<file path="src/rtl/core/lss_pkg.sv">
package lss_pkg;

  // Stack geometry
  localparam int DEPTH_DEF   = 16;
  localparam int MAX_RESULTS = 16;

  // Request operations
  localparam logic [1:0] MODE_PUSH   = 2'd0;
  localparam logic [1:0] MODE_POP    = 2'd1;
  localparam logic [1:0] MODE_SEARCH = 2'd2;

  // Result status codes
  localparam logic [2:0] ST_PUSHED    = 3'd0;
  localparam logic [2:0] ST_OVERFLOW  = 3'd1;
  localparam logic [2:0] ST_POPPED    = 3'd2;
  localparam logic [2:0] ST_UNDERFLOW = 3'd3;
  localparam logic [2:0] ST_FOUND     = 3'd4;
  localparam logic [2:0] ST_NOT_FOUND = 3'd5;

  typedef struct packed {
    logic [1:0]         mode;
    logic signed [31:0] value;
  } in_t;

  typedef struct packed {
    logic [2:0]         status;
    logic signed [31:0] data;
    logic [3:0]         position;
    logic               last;
  } out_t;

endpackage

</file>
<file path="src/rtl/core/lss_mem.sv">
// Single-port stack store, registered read.
module lss_mem #(
  parameter int Depth = lss_pkg::DEPTH_DEF,
  parameter int AddrW = (Depth > 1) ? $clog2(Depth) : 1
) (
  input  logic                    clk,
  input  logic                    wr_en,
  input  logic [AddrW-1:0]        addr,
  input  logic signed [31:0]      wr_data,
  output logic signed [31:0]      rd_data
);

  logic signed [31:0] mem [Depth];
  logic signed [31:0] rd_data_r;

  always_ff @(posedge clk) begin
    if (wr_en) begin
      mem[addr] <= wr_data;
    end
  end

  always_ff @(posedge clk) begin
    rd_data_r <= mem[addr];
  end

  assign rd_data = rd_data_r;

endmodule

</file>
<file path="src/rtl/core/lss_ctrl.sv">
// Sequencer: push/pop handling and the search walk over the store with a
// single 32-bit comparator. One match is held back so the final one can carry last.
module lss_ctrl #(
  parameter int Depth = lss_pkg::DEPTH_DEF,
  parameter int AddrW = (Depth > 1) ? $clog2(Depth) : 1
) (
  input  logic                 clk,
  input  logic                 rst_n,
  input  logic                 in_valid,
  output logic                 in_ready,
  input  lss_pkg::in_t         in_data,
  output logic                 out_valid,
  input  logic                 out_ready,
  output lss_pkg::out_t        out_data,
  output logic                 mem_wr_en,
  output logic [AddrW-1:0]     mem_addr,
  output logic signed [31:0]   mem_wr_data,
  input  logic signed [31:0]   mem_rd_data
);

  localparam int FillW = $clog2(Depth + 1);
  localparam int CntW  = $clog2(lss_pkg::MAX_RESULTS + 1);

  localparam logic [1:0] S_IDLE  = 2'd0;
  localparam logic [1:0] S_POP   = 2'd1;
  localparam logic [1:0] S_CMP   = 2'd2;
  localparam logic [1:0] S_FLUSH = 2'd3;

  logic [1:0]         state_r, state_nxt;
  logic [FillW-1:0]   fill_r, fill_nxt;
  logic [AddrW-1:0]   idx_r, idx_nxt;
  logic [CntW-1:0]    cnt_r, cnt_nxt;
  logic               pend_valid_r, pend_valid_nxt;
  logic [3:0]         pend_pos_r, pend_pos_nxt;
  logic signed [31:0] key_r, key_nxt;
  logic               out_valid_r, out_valid_nxt;
  lss_pkg::out_t      out_r, out_nxt;

  logic               can_emit;
  logic               full;
  logic               empty;
  logic [FillW-1:0]   fill_m1;
  logic [AddrW+3:0]   idx_ext;
  logic               hit;
  logic               last_ent;
  logic               cap;

  assign can_emit = !out_valid_r || out_ready;
  assign full     = (fill_r == FillW'(Depth));
  assign empty    = (fill_r == '0);
  assign fill_m1  = fill_r - FillW'(1);
  assign idx_ext  = {4'b0, idx_r};
  assign hit      = (mem_rd_data == key_r);
  assign last_ent = ((FillW'(idx_r) + FillW'(1)) == fill_r);
  assign cap      = hit && (cnt_r == CntW'(lss_pkg::MAX_RESULTS - 1));

  assign mem_wr_data = in_data.value;

  always_comb begin
    state_nxt      = state_r;
    fill_nxt       = fill_r;
    idx_nxt        = idx_r;
    cnt_nxt        = cnt_r;
    pend_valid_nxt = pend_valid_r;
    pend_pos_nxt   = pend_pos_r;
    key_nxt        = key_r;
    out_valid_nxt  = out_valid_r && !out_ready;
    out_nxt        = out_r;
    mem_wr_en      = 1'b0;
    mem_addr       = idx_r;
    in_ready       = (state_r == S_IDLE) && can_emit;

    case (state_r)
      S_IDLE: begin
        if (in_valid && in_ready) begin
          case (in_data.mode)
            lss_pkg::MODE_PUSH: begin
              out_valid_nxt = 1'b1;
              if (full) begin
                out_nxt = '{lss_pkg::ST_OVERFLOW, 32'sd0, 4'd0, 1'b1};
              end else begin
                mem_wr_en = 1'b1;
                mem_addr  = fill_r[AddrW-1:0];
                fill_nxt  = fill_r + FillW'(1);
                out_nxt   = '{lss_pkg::ST_PUSHED, 32'sd0, 4'd0, 1'b1};
              end
            end
            lss_pkg::MODE_POP: begin
              if (empty) begin
                out_valid_nxt = 1'b1;
                out_nxt = '{lss_pkg::ST_UNDERFLOW, 32'sd0, 4'd0, 1'b1};
              end else begin
                fill_nxt  = fill_m1;
                mem_addr  = fill_m1[AddrW-1:0];
                state_nxt = S_POP;
              end
            end
            lss_pkg::MODE_SEARCH: begin
              key_nxt        = in_data.value;
              pend_valid_nxt = 1'b0;
              cnt_nxt        = '0;
              idx_nxt        = '0;
              mem_addr       = '0;
              state_nxt      = empty ? S_FLUSH : S_CMP;
            end
            default: begin
              // unused opcode: taken and dropped
            end
          endcase
        end
      end
      S_POP: begin
        // output register was free at accept
        out_valid_nxt = 1'b1;
        out_nxt       = '{lss_pkg::ST_POPPED, mem_rd_data, 4'd0, 1'b1};
        state_nxt     = S_IDLE;
      end
      S_CMP: begin
        if (hit && pend_valid_r && !can_emit) begin
          mem_addr = idx_r;  // hold read data while stalled
        end else begin
          if (hit) begin
            if (pend_valid_r) begin
              out_valid_nxt = 1'b1;
              out_nxt = '{lss_pkg::ST_FOUND, 32'sd0, pend_pos_r, 1'b0};
            end
            pend_valid_nxt = 1'b1;
            pend_pos_nxt   = idx_ext[3:0];
            cnt_nxt        = cnt_r + CntW'(1);
          end
          if (last_ent || cap) begin
            state_nxt = S_FLUSH;
          end else begin
            idx_nxt  = idx_r + AddrW'(1);
            mem_addr = idx_r + AddrW'(1);
          end
        end
      end
      S_FLUSH: begin
        if (can_emit) begin
          out_valid_nxt  = 1'b1;
          if (pend_valid_r) begin
            out_nxt = '{lss_pkg::ST_FOUND, 32'sd0, pend_pos_r, 1'b1};
          end else begin
            out_nxt = '{lss_pkg::ST_NOT_FOUND, 32'sd0, 4'd0, 1'b1};
          end
          pend_valid_nxt = 1'b0;
          state_nxt      = S_IDLE;
        end
      end
      default: begin
        state_nxt = S_IDLE;
      end
    endcase
  end

  always_ff @(posedge clk) begin
    if (!rst_n) begin
      state_r      <= S_IDLE;
      fill_r       <= '0;
      cnt_r        <= '0;
      pend_valid_r <= 1'b0;
      out_valid_r  <= 1'b0;
    end else begin
      state_r      <= state_nxt;
      fill_r       <= fill_nxt;
      cnt_r        <= cnt_nxt;
      pend_valid_r <= pend_valid_nxt;
      out_valid_r  <= out_valid_nxt;
    end
  end

  always_ff @(posedge clk) begin
    idx_r      <= idx_nxt;
    pend_pos_r <= pend_pos_nxt;
    key_r      <= key_nxt;
    out_r      <= out_nxt;
  end

  assign out_valid = out_valid_r;
  assign out_data  = out_r;

`ifndef NO_ASSERTIONS
  a_fill_bound: assert property (@(posedge clk) disable iff (!rst_n)
    fill_r <= FillW'(Depth))
    else $error("fill level beyond depth");

  a_search_fill_stable: assert property (@(posedge clk) disable iff (!rst_n)
    (state_r == S_CMP || state_r == S_FLUSH) |=> $stable(fill_r))
    else $error("fill level moved during search");

  a_no_pend_idle: assert property (@(posedge clk) disable iff (!rst_n)
    (state_r == S_IDLE || state_r == S_POP) |-> !pend_valid_r)
    else $error("held match left over outside search");

  a_cnt_bound: assert property (@(posedge clk) disable iff (!rst_n)
    cnt_r <= CntW'(lss_pkg::MAX_RESULTS))
    else $error("match count beyond limit");
`endif

endmodule

</file>
<file path="src/rtl/core/lifo_stack_with_search.sv">
// Bounded LIFO stack of signed 32-bit words with push, pop and linear search.
//
// Request channel (in_valid/in_ready/in_data): mode 0 push, 1 pop, 2 search;
// value is the word to push or the key to look for. Mode 3 is taken and dropped.
// Result channel (out_valid/out_ready/out_data): status, popped data, match
// position and last. Push and pop give one result each; a search gives one
// result per matching entry, bottom first (capped at MAX_RESULTS), or a
// single not-found result. last marks the final result of each request.
//
// Timing: a pop reads the store through its registered read port in S_POP; a
// search walks the store with the one comparator at the pace of the store's single
// port, one entry a cycle unless a match waits on a busy output register. One
// request at a time; in_ready is low while a pop or search is in progress.
// Results sit in an output register; a stalled receiver holds it, and a
// search walk pauses on the next match until the register frees up.
// Reset (rst_n low, synchronous) empties the stack and drops any result;
// the store contents are not cleared and need no clearing pass.
module lifo_stack_with_search #(
  parameter int Depth = lss_pkg::DEPTH_DEF
) (
  input  logic          clk,
  input  logic          rst_n,
  input  logic          in_valid,
  output logic          in_ready,
  input  lss_pkg::in_t  in_data,
  output logic          out_valid,
  input  logic          out_ready,
  output lss_pkg::out_t out_data
);

  localparam int AddrW = (Depth > 1) ? $clog2(Depth) : 1;

  logic                mem_wr_en;
  logic [AddrW-1:0]    mem_addr;
  logic signed [31:0]  mem_wr_data;
  logic signed [31:0]  mem_rd_data;

  // sequencer and comparator
  lss_ctrl #(
    .Depth (Depth),
    .AddrW (AddrW)
  ) u_ctrl (
    .clk         (clk),
    .rst_n       (rst_n),
    .in_valid    (in_valid),
    .in_ready    (in_ready),
    .in_data     (in_data),
    .out_valid   (out_valid),
    .out_ready   (out_ready),
    .out_data    (out_data),
    .mem_wr_en   (mem_wr_en),
    .mem_addr    (mem_addr),
    .mem_wr_data (mem_wr_data),
    .mem_rd_data (mem_rd_data)
  );

  // entry store
  lss_mem #(
    .Depth (Depth),
    .AddrW (AddrW)
  ) u_mem (
    .clk     (clk),
    .wr_en   (mem_wr_en),
    .addr    (mem_addr),
    .wr_data (mem_wr_data),
    .rd_data (mem_rd_data)
  );

endmodule
</file>
<file path="config.mk">
export PLATFORM = sky130hd
export DESIGN_NAME = lifo_stack_with_search
export DESIGN_NICKNAME = d
export VERILOG_FILES = /design/src/rtl/core/lss_pkg.sv /design/src/rtl/core/lss_mem.sv /design/src/rtl/core/lss_ctrl.sv /design/src/rtl/core/lifo_stack_with_search.sv
export SDC_FILE = /design/constraint.sdc
export NUM_CORES = 1
export LEC_CHECK = 0
export ABC_AREA = 1
export BUFFER_PORTS_ARGS = -buffer_cell sky130_fd_sc_hd__buf_2
export CORE_MARGIN = 10
export CORE_UTILIZATION = 67
export DETAILED_ROUTE_END_ITERATION = 12
export PLACE_DENSITY_LB_ADDON = 0.08
export SYNTH_ARGS = -nofsm -noshare
export SYNTH_HDL_FRONTEND = slang
export SYNTH_HIERARCHICAL = 1
export SYNTH_SLANG_ARGS = --single-unit
</file>
<file path="constraint.sdc">
create_clock -name clk -period 8.6 [get_ports clk]
set_input_delay 0.43 -clock clk [delete_from_list [all_inputs] [get_ports clk]]
set_output_delay 0.43 -clock clk [all_outputs]
set_load 0.05 [all_outputs]
</file>
* Yosys cells after proc, flatten, opt, wreduce, memory -nomap -nowiden *
Memory sizes are Yosys's and may differ from the RTL's. A register that Yosys moved wholly into a read port is not among the register bits.
Index checks and enable logic that the tools add are counted.

storage, ports and cells
  bits in writable memories = 512
  bits of input ports = 38
  register bits after elaboration = 94
  memories kept = 1
  logic and storage cells = 122
  output and inout port bits = 42

cells by class
  equality and inequality tests = 22
  reductions and logical operators = 25
  bitwise operators = 1
  muxes and demuxes = 56
  add/sub/neg operators = 5

memory list
  memory     depth  bits a word  read ports  clocked after memory_dff  wr ports  RTL line       RTL
  u_mem.mem  16     32           1           1                         1         lss_mem.sv:13  logic signed [31:0] mem [Depth];

operators with widths
  kind                 number
  $mux 40              6
  $pmux 40 s4          1
  $pmux 40 s2          1
  $mux 38              2
  $eq 32x32->1         1
  $mux 5               6
  $mux 4               7
  $pmux 5 s2           2
  $mux 1               18
  $pmux 4 s2           2
  $pmux 4 s3           1
  $reduce_and 6->1     2
  $add 5x1->5 const B  2
  $mux 2               5
  $ne 2x2->1 const B   5
  $reduce_and 5->1     2
  $ne 3x3->1 const B   3
  $reduce_and 3->1     3
  $ne 2x1->1 const B   4
  $pmux 2 s4           1
  $reduce_and 7->1     1
  $eq 2x2->1 const B   3
  $logic_and 1x1->1    6
  $add 4x1->5 const B  1
  other kinds (18)     24

* Longest topological paths before layout *
Gate-level depths: netlist (run 1).

  word-level depth = 8
  depth in mapped cells = 27

* Cells and area by module *
Netlist (run 1), hierarchy kept.

modules (own cells, without submodules)
  module    area an instance (sq um)  cells an instance  seq. area each (sq um)  instances
  lss_mem   22,213.8                  2,113              16,015.4                1
  lss_ctrl  5,166.2                   589                2,682.6                 1

* Least setup slack after synthesis (run 1) *
Ideal clock, no wire load.

  kind = flip-flop to flip-flop
  from = register u_ctrl.out_valid_r, in the netlist u_ctrl/out_valid
  to = memory u_mem.mem[5][0], enable pin
  setup time = 421 ps
  arrival time = 3,908 ps
  setup slack = 4,271 ps
  clock period less this slack = 4,329 ps
  stages on the path, launching flop included = 18
  cell sequence = dfxtp_1 -> inv_1 -> nor2_1 -> nor2_4 -> nand2_4 -> inv_1 -> nand2_1 -> inv_1 -> o21ai_0 -> o21ai_0 -> nand2_1 -> nand3_1 -> buf_2 -> inv_1 -> buf_2 -> buf_2 -> nand3_1 -> nor2_1

between the ends
  elaborated cells on any way between the ends = 13
  those cells by class = mux: 7; reduce/logical: 6

RTL lines
  element                   RTL line                      RTL
  start: declaration        lss_ctrl.sv:36                logic out_valid_r, out_valid_nxt;
  start signal: assignment  lss_ctrl.sv:169               out_valid_r <= out_valid_nxt;
  $logic_not 1->1           lss_ctrl.sv:48                assign can_emit = !out_valid_r || out_ready;
  $logic_or 1x1->1          lss_ctrl.sv:48
  $logic_and 1x1->1         lss_ctrl.sv:71                in_ready = (state_r == S_IDLE) && can_emit;
  named net in_ready        lifo_stack_with_search.sv:24  output logic in_ready,
  $logic_and 1x1->1         lss_ctrl.sv:75                if (in_valid && in_ready) begin
  $mux 4                    lss_ctrl.sv:75
  $pmux 4 s2                lss_ctrl.sv:73                case (state_r)
  named net mem_addr[1]     lifo_stack_with_search.sv:34  logic [AddrW-1:0] mem_addr;
  end: declaration          lss_mem.sv:13

The timed path passes the listed nets, and every way through them passes these cells.

* Worst setup path in the final report (run 1) *
  from = register u_ctrl.key_r[24]
  to = memory u_mem.mem[8][7], enable pin

between the ends
  cells in the longest elaborated chain, start to end = 6
  elaborated cells on any way between the ends = 8
  those cells by class = eq/ne: 1; mux: 3; reduce/logical: 4

ends and longest elaborated chain
  element                   RTL line                      RTL
  start: declaration        lss_ctrl.sv:35                logic signed [31:0] key_r, key_nxt;
  start signal: assignment  lss_ctrl.sv:176               key_r <= key_nxt;
  $eq 32x32->1 (*)          lss_ctrl.sv:53                assign hit = (mem_rd_data == key_r);
  $logic_and 1x1->1         lss_ctrl.sv:55                assign cap = hit && (cnt_r == CntW'(lss_pkg::MAX_RESULTS - 1));
  $logic_or 1x1->1          lss_ctrl.sv:131               if (last_ent || cap) begin
  $mux 4                    --
  $mux 4 (*)                lss_ctrl.sv:119               if (hit && pend_valid_r && !can_emit) begin
  $pmux 4 s2 (*)            lss_ctrl.sv:73
  named net mem_addr[0]     lifo_stack_with_search.sv:34

The timed path passes the listed nets; every way through them passes the cells marked *.

==> impl_metrics.tcl, run 1 <==
set metrics [dict create \
    switching_share_pct 34.6 \
    seq_area_frac_synth_pct 68.3 \
    cts_resized 0 \
    relSlewSlack_pct 5.08 \
    grt_pass1_vias 17900 \
    rr_startpoint "u_ctrl/key_r[24]" \
    crit_start "u_ctrl/key_r[24]" \
    crit_chain "xnor2_1 > nand4_1 > nor2_1 > nand2_1 > nor2_4 > nand3_2 > nand2_1 > nand2_1 > nand3_1 > nand3_4 > inv_6 > nand3_1 > nor2_4" \
    yosys_register_bits 638 \
    vias 18600 \
    drv_cap 0 \
    htree_levels 3 \
    cts.sinks 638 \
    viasPerCell 5.63 \
    rows 73 \
    slowest_delay_ns 1.15 \
    post_drt_wl_per_cell_um 20.5 \
    cts_buffers 66 \
    fin_crit_ns 5.73 \
    syn_area_mm2 0.0274 \
    final_antenna_net_count 0 \
    cts.clk_slew.worst_paths_ns 0.06 \
    power.leakage_nw 12.6 \
    initial_core_util_pct 68.3 \
    required_ns 8.78 \
    place_congestion 0.868 \
    syn-num-nets 2746 \
    pwr-share-comb_pct 27.7 \
    drive_above_1_share_pct 8.46 \
    intPower_mw 5.87 \
    track_usage_pct 27.0 \
    finalHoldViolCount 0 \
    grt_first_pass_wirelength_mm 103 \
    synth_area_per_cell_um2 10.1 \
    syn_inst 2702 \
    placed_cell_area_mm2 0.0278 \
    dieArea_mm2 0.0494 \
    post-route-period-util_pct 66.7 \
    run_status "completed" \
    power_density_mw_per_mm2 300 \
    finalInstanceArea_mm2 0.0299 \
    clock_skew_ns 0.0233 \
    first_pass_iters 5 \
    antenna_found_initial 2 \
    ir_worst_vdd_v 0.000239 \
    final_cells 3305 \
    synthDistinctLibCells 44 \
    drv_slew 0 \
    cts_root_buffer "clkbuf_16" \
    path_max_fanout 81 \
    cts_setup_buffers 0 \
    yosysWarnings 6 \
    setup_tns_ns 0 \
    postRouteWirelength_mm 67.8 \
    coreArea_mm2 0.0401 \
    drt_iter0_drc 1955 \
    synth_ff_type "edfxtp_1" \
    die_w_um 222 \
    end_kind "register" \
    highest_layer "met5" \
    dpl.hpwl_mm 38.7 \
    grt-ovfl-total 0 \
    dp_cells 3185 \
    met2_length_mm 31.4 \
    holdWs_ns 0.188 \
    cts_max_path_buffers 3 \
    crit_slowest_cell "nor2_4" \
    cts_tree "done" \
    nets 2772 \
    dpl_worst_slack_ns 2.99 \
    final.setup.worst_slack_ns 2.87 \
    async_flop_share_pct 0 \
    pwr-share-clk_pct 31.0 \
    grt_start_max_net_pins 105 \
    setup_violations 0 \
    die_h_um 222 \
    crit_type "reg -> reg" \
    wl_met3_mm 6.21 \
    crit_top_cell "nand2_1" \
    drt-met1-wl_mm 27.9 \
    cts_hold_buffers 0 \
    port_buffers 79 \
    seq_power_share_pct 41.3 \
    drc_errors 0 \
    p_switching_mw 3.11 \
    start_kind "register" \
    worstMarginPinSlew_ns 1.42 \
    hp-start "rst_n" \
    hold_class "in -> reg" \
    timing.fmax_mhz 174 \
    rsz0062_at_grt "no" \
    ioPinCount 80 \
    fillers 2714 \
    area_growth_pct 9.18 \
    worst_skew_pair.late_latency_ns 0.59 \
    crit_arrival_ns 5.91 \
    synth_edf_count 592 \
]
[critical path: cells and delay by family, from the launching register on]
family | cells | cell delay [ns]
and+or+nand+nor | 11 | 3.68
buffers and inverters | 1 | 0.86
DFF | 1 | 0.37
xor gates and xnor gates | 1 | 0.34
[cell type report]
class | count | area [um^2] | area share (%)
multi-input combinational | 1753 | 7240 | 24.2
clock inverter | 20 | 204 | 0.682
timing repair buffer | 97 | 531 | 1.77
tap | 525 | 657 | 2.20
antenna | 1 | 2.50 | 0.00837
clock buffer | 99 | 1910 | 6.39
inverter | 172 | 653 | 2.18
sequential | 638 | 18700 | 62.6
[state kept, by name, summed over array words and instances, names as in the netlist]
signal,count
u_ctrl/out_valid,1
u_ctrl/pend_pos_r,4
u_ctrl/out_data,40
u_ctrl/fill_r,5
u_ctrl/key_r,32
u_mem/rd_data,32
u_ctrl/idx_r,4
u_ctrl/cnt_r,5
u_mem/mem,512
u_ctrl/state_r,2
u_ctrl/pend_valid_r,1
[cells by family (layout without fill, tap and decap cells)]
group	Yosys count	count (layout)	share of synthesized area, %
buffers and inverters	311	388	5.89
other	0	1	0
DFF	638	638	68.3
xor gates and xnor gates	34	34	1.09
AOI/OAI and AO/OA	42	42	0.964
and+or+nand+nor	1671	1671	23.5
adders and majority gates	6	6	0.274
[cell usage after synthesis, types with 2 or more instances]
cell         n  area (um^2)
nand2_2      3         18.8
nand4_1      8         50.1
dfxtp_1     46          921
nand2_4      2         22.5
nor3b_1      2         15.0
buf_1        6         22.5
buf_4       50          375
a21oi_1     17         85.1
nor2_4       6         67.6
nand3_1     30          150
inv_1      167          627
inv_2        4         15.0
clkbuf_1    13         48.8
edfxtp_1   592        17800
o211ai_1     2         15.0
nor2_2       3         18.8
xor2_1      19          166
nor3_1       2         10.0
xnor2_1     15          131
nand2_1   1515         5690
buf_6       24          270
o21ai_0     12         60.1
nor2_1      96          360
ha_1         6         75.1
buf_2       43          215
[power by group through the flow]
stage | Sequential (mW) | Combinational, mW | Clock [mW]
floorplan | 3.85 | 1.75 | 0
global placement | 3.76 | 2.39 | 0
detailed placement | 3.77 | 2.42 | 0
CTS | 3.70 | 2.45 | 2.81
global route | 3.72 | 2.75 | 2.95
finish | 3.70 | 2.48 | 2.78
[placed cells by master, fill, tap and decap left out, types with 2 or more instances in the layout]
master,instances
buf_4,18
bufinv_16,4
o211ai_1,2
xor2_1,19
nand3_1,28
clkbuf_16,69
inv_6,3
o21ai_0,12
nand3_4,2
dfxtp_1,46
nand2_1,1515
xnor2_1,15
nand4_1,8
nor3_1,2
ha_1,6
nor2_1,77
nor3b_1,2
clkbuf_8,7
a21oi_1,17
nor2_4,25
edfxtp_1,592
nand2_4,2
inv_1,166
clkinv_1,6
inv_2,4
nand2_2,3
nor2_2,3
buf_2,79
clkbuf_1,23
clkinv_2,7
[per-stage QoR]
stage               utilization (%)  total power, mW
global route                   74.5             9.42
finish                         74.5             8.97
detailed placement             69.3             6.19
floorplan                         -             5.60
CTS                            74.5             8.97
global placement               69.3             6.15
[metal layers]
layer  up-vias  global-route usage, %
li1       8643                      -
met4         2                   10.3
met2       927                   42.1
met3       148                   5.10
met5         -                      0
met1      8885                   37.3
[worst paths after layout]
path | endpoint | slack (ns) | depth (start not counted)
setup / recovery | u_mem/mem[8][7] | 2.87 | 13
hold / removal | u_ctrl/cnt_r[0] | 0.19 | 3
setup reg to reg | u_mem/mem[8][7] | 2.87 | 13
hold reg to reg | u_ctrl/cnt_r[1] | 0.49 | 2
Note: power is estimated with default switching activity, not from simulation.
==> run 2, diff against run 1 <==
--- a/config.mk
+++ b/config.mk
@@ -8,7 +8,7 @@
 export ABC_AREA = 1
 export BUFFER_PORTS_ARGS = -buffer_cell sky130_fd_sc_hd__buf_2
 export CORE_MARGIN = 10
-export CORE_UTILIZATION = 67
+export CORE_UTILIZATION = 62
 export DETAILED_ROUTE_END_ITERATION = 12
 export PLACE_DENSITY_LB_ADDON = 0.08
 export SYNTH_ARGS = -nofsm -noshare
==> constraint.sdc (replaced) <==
create_clock -name clk -period 5.7 [get_ports clk]
set_input_delay 0.285 -clock clk [delete_from_list [all_inputs] [get_ports clk]]
set_output_delay 0.285 -clock clk [all_outputs]
set_load 0.05 [all_outputs]
==> run 2 against run 1 <==
Compared with the run above:
- utilization down 4.5 points
- non-clock buffer count is 29 higher
- register-to-register slack worse by 2.0 ns
- critical path depth increased by 5
- combinational power increased by 53%
- maximum frequency is 18% higher
==> impl_metrics.tcl, run 2 (synthesis results as in run 1) <==
set metrics [dict create \
    run_status "completed" \
    cts_tree "done" \
    grt_start_max_net_pins 195 \
    antenna_found_initial 1 \
    rows 76 \
    required_ns 5.97 \
    holdWs_ns 0.0583 \
    finalInstanceArea_mm2 0.0304 \
    timing.fmax_mhz 206 \
    regMostFlops "u_mem/mem" \
    final_util_pct 70.0 \
    rr_startpoint "u_ctrl/idx_r[0]" \
    hp-start "in_data[32]" \
    first_pass_iters 6 \
    crit_arrival_ns 5.12 \
    ioPinCount 80 \
    cts_setup_buffers 0 \
    worst_skew_pair.late_latency_ns 0.59 \
    finalHoldViolCount 0 \
    port_buffers 79 \
    grt_pass1_vias 17300 \
    vias 18300 \
    p_total_mw 13.6 \
    grt_first_pass_wirelength_mm 102 \
    layout_commonest_cell "nand2_1" \
    hold_class "in -> reg" \
    cts_resized 0 \
    holdPathStages 4 \
    drt_iter0_drc 1849 \
    initial_core_util_pct 63.1 \
    cts_root_buffer "clkbuf_16" \
    power_density_mw_per_mm2 447 \
    cts.sinks 638 \
    place_congestion 0.896 \
    end_kind "register" \
    reg2reg_to "u_mem/mem[6][15]" \
    setup_violations 0 \
    postRouteWirelength_mm 65.9 \
    drive_above_1_share_pct 9.47 \
    drv_slew 0 \
    track_usage_pct 24.7 \
    htree_levels 3 \
    relSlewSlack_pct 20.7 \
    die_h_um 230 \
    layout_common_cells "1515 x nand2_1, 592 x edfxtp_1, 166 x inv_1" \
    setup_tns_ns 0 \
    r2r_cells 18 \
    largest_reg_flops 512 \
    drc_errors 0 \
    viasPerCell 5.39 \
    ir_worst_vdd_v 0.000301 \
    clock_skew_ns 0.0159 \
    cts.clk_slew.worst_paths_ns 0.06 \
    area_growth_pct 10.9 \
    hold_end "u_ctrl/out_valid" \
    ff2ff_setup_slack_ns 0.85 \
    drv_cap 0 \
    dpl.hpwl_mm 38.3 \
    cts_max_path_buffers 3 \
    coreArea_mm2 0.0434 \
    fin_crit_ns 4.85 \
    cts_buffers 67 \
    power.leakage_nw 12.9 \
    final_antenna_net_count 0 \
    crit_type "reg -> reg" \
    worstMarginPinSlew_ns 1.19 \
    post-route-period-util_pct 85.1 \
    path_max_fanout 64 \
    placed_cell_area_mm2 0.0282 \
    grt-ovfl-total 0 \
    rsz0062_at_grt "no" \
    nets 2802 \
    die_w_um 230 \
    start_kind "register" \
    dieArea_mm2 0.0530 \
    post_drt_wl_per_cell_um 19.4 \
]
[run 2: cell types whose count changed in the layout (fill, tap and decap cells not counted), moves of 2 or more]
cell,delta
buf_4,+16
buf_12,+12
clkbuf_1,-10
clkinv_1,+9
clkinv_2,+3
clkbuf_16,+2
[run 2: how the worst max path moves through the flow]
stage | slack (ns) | startpoint | depth (start not counted) | to
6_report | 0.85 | u_ctrl/idx_r[0] | 18 | u_mem/mem[6][15]
5_1_grt | 0.60 | u_ctrl/idx_r[0] | 18 | u_mem/mem[6][16]
4_1_cts | 0.95 | u_ctrl/idx_r[0] | 18 | u_mem/mem[6][15]
3_5_place_dp | 0.99 | u_ctrl/idx_r[0] | 18 | u_mem/mem[6][10]
3_3_place_gp | 1.11 | u_ctrl/idx_r[0] | 18 | u_mem/mem[6][2]
2_1_floorplan | 1.37 | u_ctrl/out_valid | 17 | u_mem/mem[5][0]
[run 2: final cells by class]
cell class / count / area, um^2
multi-input combinational: 1753 / 7240
timing repair buffer: 126 / 901
fill: 3222 / 13000
clock inverter: 30 / 213
inverter: 172 / 653
antenna: 2 / 5.00
clock buffer: 91 / 1920
tap: 585 / 732
sequential: 638 / 18700
[run 2: power breakdown]
part           total [mW]  switching (mW)  internal [mW]  leakage (nW)
clock network        4.21            1.71           2.49          1.05
registers            5.55           0.141           5.41          5.74
logic                3.80            2.82          0.987          6.06
[run 2: worst max-delay path: stages, from the launching register on]
cell	delay (ns)
edfxtp_1	0.52
ha_1	0.33
xnor2_1	0.25
nand2_1	0.08
nand3_1	0.09
nor3_1	0.05
nand2_1	0.08
nand2_1	0.06
inv_1	0.12
nand2_1	0.13
nand2_1	0.08
nand3_1	0.14
nand3_4	0.42
buf_4	0.49
buf_4	0.74
nand3_1	0.14
buf_4	0.21
nor2_4	0.27
buf_12	0.27
[run 2: metal layers]
metal / wire (um) / vias up / part of all wire (%) / global-route usage [%]
met5: 0 / - / 0 / 0
li1: - / 8709 / - / -
met4: 1800 / 0 / 2.7 / 8.94
met1: 27800 / 8715 / 42 / 34.0
met2: 31200 / 773 / 47 / 39.8
met3: 5100 / 109 / 7.7 / 3.62
[run 2: repair_timing]
action	in CTS	in global routing
endpoints found under the hold margin	1	0
endpoints found under the setup margin	0	0
hold buffers	1	0
[run 2: stage by stage]
step / instances / worst slack [ns]
floorplan: 2702 / 1.37
detailed placement: 3273 / 0.989
finish: 3397 / 0.849
CTS: 3395 / 0.950
global placement: 3273 / 1.11
global route: 3396 / 0.602
